--- src/hw/rtl/psot_pkg.sv ---
`timescale 1ns / 1ps

package psot_pkg;

    localparam int PSOT_CHANNELS   = 16;
    localparam int PSOT_LIST_DEPTH = 16;
    localparam int PSOT_ID_BITS    = 16;

    localparam logic [2:0] REQ_SET_MODE   = 3'd0;
    localparam logic [2:0] REQ_ADD_ID     = 3'd1;
    localparam logic [2:0] REQ_CHECK      = 3'd2;
    localparam logic [2:0] REQ_FINISH     = 3'd3;
    localparam logic [2:0] REQ_QUERY_MODE = 3'd4;

    localparam logic [1:0] KIND_NONE     = 2'd0;
    localparam logic [1:0] KIND_RELAXED  = 2'd1;
    localparam logic [1:0] KIND_STRONG   = 2'd2;
    localparam logic [1:0] KIND_RESERVED = 2'd3;

    localparam logic [1:0] MODE_INIT    = 2'd0;
    localparam logic [1:0] MODE_TARGET  = 2'd1;
    localparam logic [1:0] MODE_LITE    = 2'd2;
    localparam logic [1:0] MODE_INVALID = 2'd3;

    localparam logic [1:0] STAT_OK    = 2'd0;
    localparam logic [1:0] STAT_FULL  = 2'd1;
    localparam logic [1:0] STAT_EMPTY = 2'd2;

    typedef struct packed {
        logic [2:0]  req_type;
        logic [3:0]  channel_index;
        logic [15:0] work_id;
        logic [1:0]  order_kind;
        logic [1:0]  mode_in;
    } req_word_t;

    typedef struct packed {
        logic       may_proceed;
        logic [1:0] mode_out;
        logic [1:0] status;
        logic [4:0] list_count;
    } rsp_word_t;

endpackage

--- src/hw/rtl/psot_ctrl.sv ---
`timescale 1ns / 1ps

module psot_ctrl #(
    parameter int CHANNELS   = 16,
    parameter int LIST_DEPTH = 16,
    parameter int ID_BITS    = 16,
    localparam int NCH = (CHANNELS < 16) ? CHANNELS : 16,
    localparam int CHW = (NCH > 1) ? $clog2(NCH) : 1,
    localparam int IW  = $clog2(LIST_DEPTH),
    localparam int AW  = CHW + IW,
    localparam int IDW = (ID_BITS < 16) ? ID_BITS : 16
) (
    input  logic                  clk,
    input  logic                  rst_n,
    input  logic                  req_valid,
    output logic                  req_ready,
    input  psot_pkg::req_word_t   req,
    output logic                  rsp_valid,
    input  logic                  rsp_ready,
    output psot_pkg::rsp_word_t   rsp,
    output logic                  mem_we,
    output logic [AW-1:0]         mem_waddr,
    output logic [IDW-1:0]        mem_wdata,
    output logic                  mem_re,
    output logic [AW-1:0]         mem_raddr,
    input  logic [IDW-1:0]        mem_rdata
);

    import psot_pkg::*;

    localparam int CW = $clog2(LIST_DEPTH + 1);

    localparam logic [2:0] ST_IDLE = 3'd0;
    localparam logic [2:0] ST_EXEC = 3'd1;
    localparam logic [2:0] ST_HEAD = 3'd2;
    localparam logic [2:0] ST_SCAN = 3'd3;
    localparam logic [2:0] ST_DONE = 3'd4;

    logic [2:0]    state_reg, state_next;
    req_word_t     req_q_reg, req_q_next;
    logic          ch_ok_reg, ch_ok_next;
    logic          may_reg, may_next;
    logic [1:0]    status_reg, status_next;
    logic [CW-1:0] rd_idx_reg, rd_idx_next;
    logic          pend_reg, pend_next;
    logic [CW-1:0] pend_idx_reg, pend_idx_next;
    logic          found_reg, found_next;
    logic          rsp_valid_reg, rsp_valid_next;
    rsp_word_t     rsp_reg, rsp_next;

    logic          mode_set_reg [NCH];
    logic          mode_set_next [NCH];
    logic [1:0]    mode_reg [NCH];
    logic [1:0]    mode_next [NCH];
    logic [CW-1:0] cnt_reg [NCH];
    logic [CW-1:0] cnt_next [NCH];

    logic [CHW-1:0] ch;
    logic           cur_set;
    logic [1:0]     cur_mode;
    logic [CW-1:0]  cur_cnt;
    logic [1:0]     eff_mode;
    logic           ordered;
    logic [IDW-1:0] id_q;
    logic           hit;

    assign ch       = req_q_reg.channel_index[CHW-1:0];
    assign cur_set  = mode_set_reg[ch];
    assign cur_mode = mode_reg[ch];
    assign cur_cnt  = cnt_reg[ch];
    assign eff_mode = cur_set ? cur_mode : MODE_INIT;
    assign ordered  = (req_q_reg.order_kind == KIND_RELAXED) ||
                      (req_q_reg.order_kind == KIND_STRONG);
    assign id_q     = req_q_reg.work_id[IDW-1:0];
    assign hit      = (mem_rdata == id_q);

    assign req_ready = (state_reg == ST_IDLE);
    assign rsp_valid = rsp_valid_reg;
    assign rsp       = rsp_reg;

    always_comb
    begin
        state_next     = state_reg;
        req_q_next     = req_q_reg;
        ch_ok_next     = ch_ok_reg;
        may_next       = may_reg;
        status_next    = status_reg;
        rd_idx_next    = rd_idx_reg;
        pend_next      = pend_reg;
        pend_idx_next  = pend_idx_reg;
        found_next     = found_reg;
        rsp_valid_next = rsp_valid_reg && !rsp_ready;
        rsp_next       = rsp_reg;
        mode_set_next  = mode_set_reg;
        mode_next      = mode_reg;
        cnt_next       = cnt_reg;
        mem_we         = 1'b0;
        mem_waddr      = '0;
        mem_wdata      = id_q;
        mem_re         = 1'b0;
        mem_raddr      = '0;

        case (state_reg)
            ST_IDLE:
            begin
                if (req_valid)
                begin
                    req_q_next  = req;
                    ch_ok_next  = (32'(req.channel_index) < CHANNELS);
                    may_next    = 1'b0;
                    status_next = STAT_OK;
                    state_next  = ST_EXEC;
                end
            end
            ST_EXEC:
            begin
                state_next = ST_DONE;
                if (ch_ok_reg)
                begin
                    case (req_q_reg.req_type)
                        REQ_SET_MODE:
                        begin
                            if (req_q_reg.mode_in != MODE_INVALID)
                            begin
                                mode_set_next[ch] = 1'b1;
                                mode_next[ch]     = req_q_reg.mode_in;
                            end
                        end
                        REQ_ADD_ID:
                        begin
                            mode_set_next[ch] = 1'b1;
                            mode_next[ch]     = eff_mode;
                            if (eff_mode == MODE_INIT && ordered)
                            begin
                                if (cur_cnt >= CW'(LIST_DEPTH))
                                begin
                                    status_next = STAT_FULL;
                                end
                                else
                                begin
                                    mem_we       = 1'b1;
                                    mem_waddr    = {ch, cur_cnt[IW-1:0]};
                                    cnt_next[ch] = cur_cnt + CW'(1);
                                end
                            end
                        end
                        REQ_CHECK:
                        begin
                            if (!cur_set)
                            begin
                                may_next = 1'b0;
                            end
                            else if (cur_mode != MODE_INIT || !ordered)
                            begin
                                may_next = 1'b1;
                            end
                            else if (cur_cnt == '0)
                            begin
                                status_next = STAT_EMPTY;
                                may_next    = (req_q_reg.order_kind == KIND_RELAXED);
                            end
                            else if (req_q_reg.order_kind == KIND_RELAXED)
                            begin
                                may_next = 1'b1;
                            end
                            else
                            begin
                                mem_re     = 1'b1;
                                mem_raddr  = {ch, {IW{1'b0}}};
                                state_next = ST_HEAD;
                            end
                        end
                        REQ_FINISH:
                        begin
                            if (cur_set && cur_mode == MODE_INIT && cur_cnt != '0)
                            begin
                                rd_idx_next = '0;
                                pend_next   = 1'b0;
                                found_next  = 1'b0;
                                state_next  = ST_SCAN;
                            end
                        end
                        default:
                        begin
                            state_next = ST_DONE;
                        end
                    endcase
                end
            end
            ST_HEAD:
            begin
                may_next   = hit;
                state_next = ST_DONE;
            end
            ST_SCAN:
            begin
                // read one entry a cycle; after the match, each entry moves down one slot
                if (rd_idx_reg < cur_cnt)
                begin
                    mem_re        = 1'b1;
                    mem_raddr     = {ch, rd_idx_reg[IW-1:0]};
                    rd_idx_next   = rd_idx_reg + CW'(1);
                    pend_next     = 1'b1;
                    pend_idx_next = rd_idx_reg;
                end
                else
                begin
                    pend_next = 1'b0;
                end
                if (pend_reg)
                begin
                    if (found_reg)
                    begin
                        mem_we    = 1'b1;
                        mem_waddr = {ch, IW'(pend_idx_reg - CW'(1))};
                        mem_wdata = mem_rdata;
                    end
                    else if (hit)
                    begin
                        found_next = 1'b1;
                    end
                    if (rd_idx_reg == cur_cnt)
                    begin
                        if (found_reg || hit)
                        begin
                            cnt_next[ch] = cur_cnt - CW'(1);
                        end
                        state_next = ST_DONE;
                    end
                end
            end
            ST_DONE:
            begin
                if (!rsp_valid_reg || rsp_ready)
                begin
                    rsp_next.may_proceed = may_reg;
                    rsp_next.mode_out    = (ch_ok_reg && cur_set) ? cur_mode : MODE_INIT;
                    rsp_next.status      = status_reg;
                    rsp_next.list_count  = ch_ok_reg ? 5'(cur_cnt) : 5'd0;
                    rsp_valid_next       = 1'b1;
                    state_next           = ST_IDLE;
                end
            end
            default:
            begin
                state_next = ST_IDLE;
            end
        endcase
    end

    always_ff @(posedge clk or negedge rst_n)
    begin
        if (!rst_n)
        begin
            state_reg     <= ST_IDLE;
            rsp_valid_reg <= 1'b0;
            ch_ok_reg     <= 1'b0;
            pend_reg      <= 1'b0;
            found_reg     <= 1'b0;
            rd_idx_reg    <= '0;
            for (int i = 0; i < NCH; i++)
            begin
                mode_set_reg[i] <= 1'b0;
                mode_reg[i]     <= MODE_INIT;
                cnt_reg[i]      <= '0;
            end
        end
        else
        begin
            state_reg     <= state_next;
            rsp_valid_reg <= rsp_valid_next;
            ch_ok_reg     <= ch_ok_next;
            pend_reg      <= pend_next;
            found_reg     <= found_next;
            rd_idx_reg    <= rd_idx_next;
            mode_set_reg  <= mode_set_next;
            mode_reg      <= mode_next;
            cnt_reg       <= cnt_next;
        end
    end

    always_ff @(posedge clk)
    begin
        req_q_reg    <= req_q_next;
        may_reg      <= may_next;
        status_reg   <= status_next;
        pend_idx_reg <= pend_idx_next;
        rsp_reg      <= rsp_next;
    end

endmodule

--- config.mk ---
export PLATFORM = sky130hd
export DESIGN_NAME = psot_ctrl
export DESIGN_NICKNAME = d
export VERILOG_FILES = /design/src/hw/rtl/psot_pkg.sv /design/src/hw/rtl/psot_ctrl.sv
export SDC_FILE = /design/constraint.sdc
export NUM_CORES = 1
export LEC_CHECK = 0
export ABC_AREA = 1
export BUFFER_PORTS_ARGS = -buffer_cell sky130_fd_sc_hd__buf_2
export CAP_MARGIN = 20
export CORE_UTILIZATION = 64
export CTS_BUF_LIST = sky130_fd_sc_hd__clkbuf_4 sky130_fd_sc_hd__clkbuf_8 sky130_fd_sc_hd__clkbuf_16
export DETAILED_ROUTE_END_ITERATION = 8
export PLACE_DENSITY_LB_ADDON = 0.15
export SETUP_SLACK_MARGIN = 0.1
export SYNTH_ARGS = -nofsm -noshare
export SYNTH_HDL_FRONTEND = slang
export SYNTH_SLANG_ARGS = --single-unit
export TNS_END_PERCENT = 100
--- constraint.sdc ---
create_clock -name clk -period 5.1 [get_ports clk]
set_input_delay 0.765 -clock clk [delete_from_list [all_inputs] [get_ports clk]]
set_output_delay 0.765 -clock clk [all_outputs]
set_load 0.05 [all_outputs]
==> impl_metrics.toml <==
[power_and_ir_drop]
p_int_mw = 2.99
p_per_area_nw_per_um2 = 455
p_comb_share_pct = 29.4
p_seq_share_pct = 42.3
leakage_component_of_the_power_nw = 5.06
vdd.ir_drop.worst_uv = 383
swShare_pct = 36.9
switching_power_mw = 1.75
clkPwrFrac_pct = 28.3

[synth]
synth.cell_area_sq_um = 9130
yosys.cell_types.count = 37
predominant_post_synthesis_flop_cell = "sky130_fd_sc_hd__dfrtp_1"
synth_enable_flop_cells = 44
post_synth_inst_count = 1104
synth_seq_area_share_pct = 52.8
synthesis.area_per_instance_sq_um = 8.27
synth-async-reset-ratio_pct = 76.1
ys_top_cells_by_area = "sky130_fd_sc_hd__dfrtp_1 38%, sky130_fd_sc_hd__nand2_1 20%, sky130_fd_sc_hd__edfxtp_1 14%"
synth_largest_type_area_fraction_pct = 38.4
netlist.top_cell.by_area = "sky130_fd_sc_hd__dfrtp_1"
synth_warnings = 0
flop_and_latch_count_out_of_synthesis = 184
postSynthNetCount = 1162

[critical_path]
cp.arrival_ns = 3.87
crit_path_cell_trace = "nand2_2 -> clkinvlp_4 -> buf_4 -> a22oi_1 -> nand2_1 -> nand2_1 -> nand2_1 -> nor2_1 -> ha_1 -> inv_1 -> nor3_1 -> nand2_1 -> nand4_1 -> inv_1 -> nand2_1 -> nand2_1 -> inv_1 -> nor2_1 -> buf_2"
cpPeakStageDelay_ns = 0.54
timing.critical_path.to_type = "output pin"
path_delay_family = "simple AND/OR/NAND/NOR gates"
critPathMostFrequentCell = "sky130_fd_sc_hd__nand2_1"
cp_slowest_cell = "sky130_fd_sc_hd__edfxtp_1"
crit_fanout = 10
critical_path_launch_point_type = "register"
critical_path_required_ns = 4.34
worstSetupPathType = "reg -> out"
cp.buffers_inverters = 6

[sta]
final.setup_skew_ns = 0.00870
final_setup_violation_count = 0
finalSetupTns_ns = 0
final.min_clock_period_ns = 4.63
slew_headroom_pct = 27.9
grt_setup_unrepaired = "no"
whs_ns = 0.114
portion_of_the_clock_cycle_consumed_by_the_worst_path_in_the_final_layout_pct = 90.8
finalHoldViolations = 0
tightest_slew_ns = 1.08
finalMaxSlewViolations = 0
achievable-frequency_mhz = 216

[outcome]
run_status = "complete, no violations"

[final_layout]
final_layout_size_suffix_gt1_share_pct = 14.9
sequential_cell_area_sq_um = 4820
design.final.nets = 1263
largest_register_ff_count = 80
multiInputGateArea_sq_um = 3840
layout.cells.most_common_list = "482 x sky130_fd_sc_hd__nand2_1, 140 x sky130_fd_sc_hd__dfrtp_1, 91 x sky130_fd_sc_hd__buf_2"
fillCellCount = 1034
final_design_area_no_fill_sq_um = 10400
area.growth.synth_to_final_pct = 14.2
layout_commonest_cell = "sky130_fd_sc_hd__nand2_1"
antenna_cells = 0

[die]
io-pin-count = 93
die_height_microns = 121
design.die.area_sq_um = 14800
placement_rows = 43
die_x_microns = 121
start_util_pct = 65.8
coreArea_sq_um = 13900

[route]
remaining_drc_errors = 0
routed_metal_1_wirelength_microns = 9410
routed-wl-met2_microns = 11100
via_count = 7842
drt-wirelength-per-cell_microns = 16.2
detail_route.vias_per_cell = 5.61
route.antenna.remaining_nets = 0
met3WireLength_microns = 1530
drt_iter0_markers = 882
topRoutingLayerUsed = "met4"
drt-pass1-iter-count = 5
drt_wl_total_microns = 22600

[placed_design]
place.detailed.hpwl_microns = 15300
port-buffer-count = 92
finalWeightedCongestion = 0.876
placement.cell_area_sq_um = 9750

[clock_network]
sink_count = 184
cts.clk_slew.worst_paths_ns = 0.06
clkLatencyLatePin_ns = 0.43
ctsLongestPathBuffers = 2
cts_hold_buf = 0
cts_tree = "built"
root_buffer = "sky130_fd_sc_hd__clkbuf_16"
ctsHtreeMaxLevel = 4
tritoncts.num_buffers = 17

[global_route]
number_of_antenna_violations_at_the_first_check_in_global_routing = 0
grt_max_degree = 111
number_of_global_route_vias_before_repair = 7587
grt_pass1_wl_microns = 37000
gr-total-overflow = 0
overall_routing_resource_usage_pct = 32.9

[worst_hold_path]
hold_path_class = "in -> async"

[run]
drv_cap = 0
final cells by class:
| cell class | instances | area share [%] |
|---|---|---|
| multi-input cells | 811 | 36.8 |
| clock inverters | 13 | 1.48 |
| inverters | 77 | 2.83 |
| flip-flops and latches | 184 | 46.3 |
| well taps | 180 | 2.16 |
| clock buffers | 19 | 4.22 |
| repair buffers | 114 | 6.25 |
timing repair:
action	CTS	global route
setup buffers	0	5
gates resized for setup	0	5
endpoints found under the hold margin	0	0
setup endpoints to repair	0	4
cells in the mapped netlist (10+ instances only):
| library cell | n |
|---|---|
| sky130_fd_sc_hd__inv_1 | 71 |
| sky130_fd_sc_hd__nand3_1 | 18 |
| sky130_fd_sc_hd__xnor2_1 | 19 |
| sky130_fd_sc_hd__a21oi_1 | 12 |
| sky130_fd_sc_hd__a22oi_1 | 16 |
| sky130_fd_sc_hd__o21ai_0 | 82 |
| sky130_fd_sc_hd__edfxtp_1 | 44 |
| sky130_fd_sc_hd__nand2_1 | 482 |
| sky130_fd_sc_hd__dfrtp_1 | 140 |
| sky130_fd_sc_hd__nor2_1 | 62 |
| sky130_fd_sc_hd__o21ai_1 | 52 |
| sky130_fd_sc_hd__nand3_4 | 10 |
| sky130_fd_sc_hd__nand4_1 | 10 |
| sky130_fd_sc_hd__ha_1 | 11 |
| sky130_fd_sc_hd__clkbuf_1 | 14 |
cells by family after synthesis:
family | after synthesis | share of synthesized area (%)
simple gates | 607 | 27.9
fa+ha+maj | 11 | 1.51
xor+xnor | 22 | 2.11
flops | 184 | 52.8
compound gates | 171 | 10.2
buf+inv | 109 | 5.41
power by group through the flow:
| stage | sequential (mW) | combinational, mW | clock [mW] |
|---|---|---|---|
| 3_5_place_dp | 2.02 | 1.34 | 0 |
| 6_report | 2.01 | 1.39 | 1.34 |
| 3_3_place_gp | 2.02 | 1.31 | 0 |
| 4_1_cts | 2.00 | 1.36 | 1.35 |
| 2_1_floorplan | 2.06 | 0.953 | 0 |
| 5_1_grt | 2.03 | 1.54 | 1.41 |
layer usage:
metal,track usage [%],up-vias
met1,42.6,3697
li1,-,3767
met3,7.28,61
met5,0,-
met2,54.1,317
met4,12.4,0
final timing paths:
check | from | endpoint | slack, ns | cells after the start
min reg2reg | status_reg[0] | rsp[5] | 0.45 | 0
max reg2reg | ch[0] | cnt_reg[1] | 1.28 | 17
min in group clk | status_reg[0] | rsp[5] | 0.45 | 0
min | rst_n | mode_reg[12] | 0.11 | 1
max | ch[1] | mem_raddr[4] | 0.47 | 19
max in group asynchronous | rst_n | cnt_reg[9] | 3.86 | 3
metrics by stage:
stage,cells,setup WS [ns],utilization (%),power (mW)
global placement,1359,1.11,70.2,3.33
global route,1398,0.174,75.1,4.98
finish,1398,0.468,75.1,4.74
CTS,1391,0.427,74.5,4.71
floorplan,1104,0.461,-,3.02
detailed placement,1359,0.940,70.2,3.36
Note: power is estimated with default switching activity, not from simulation.
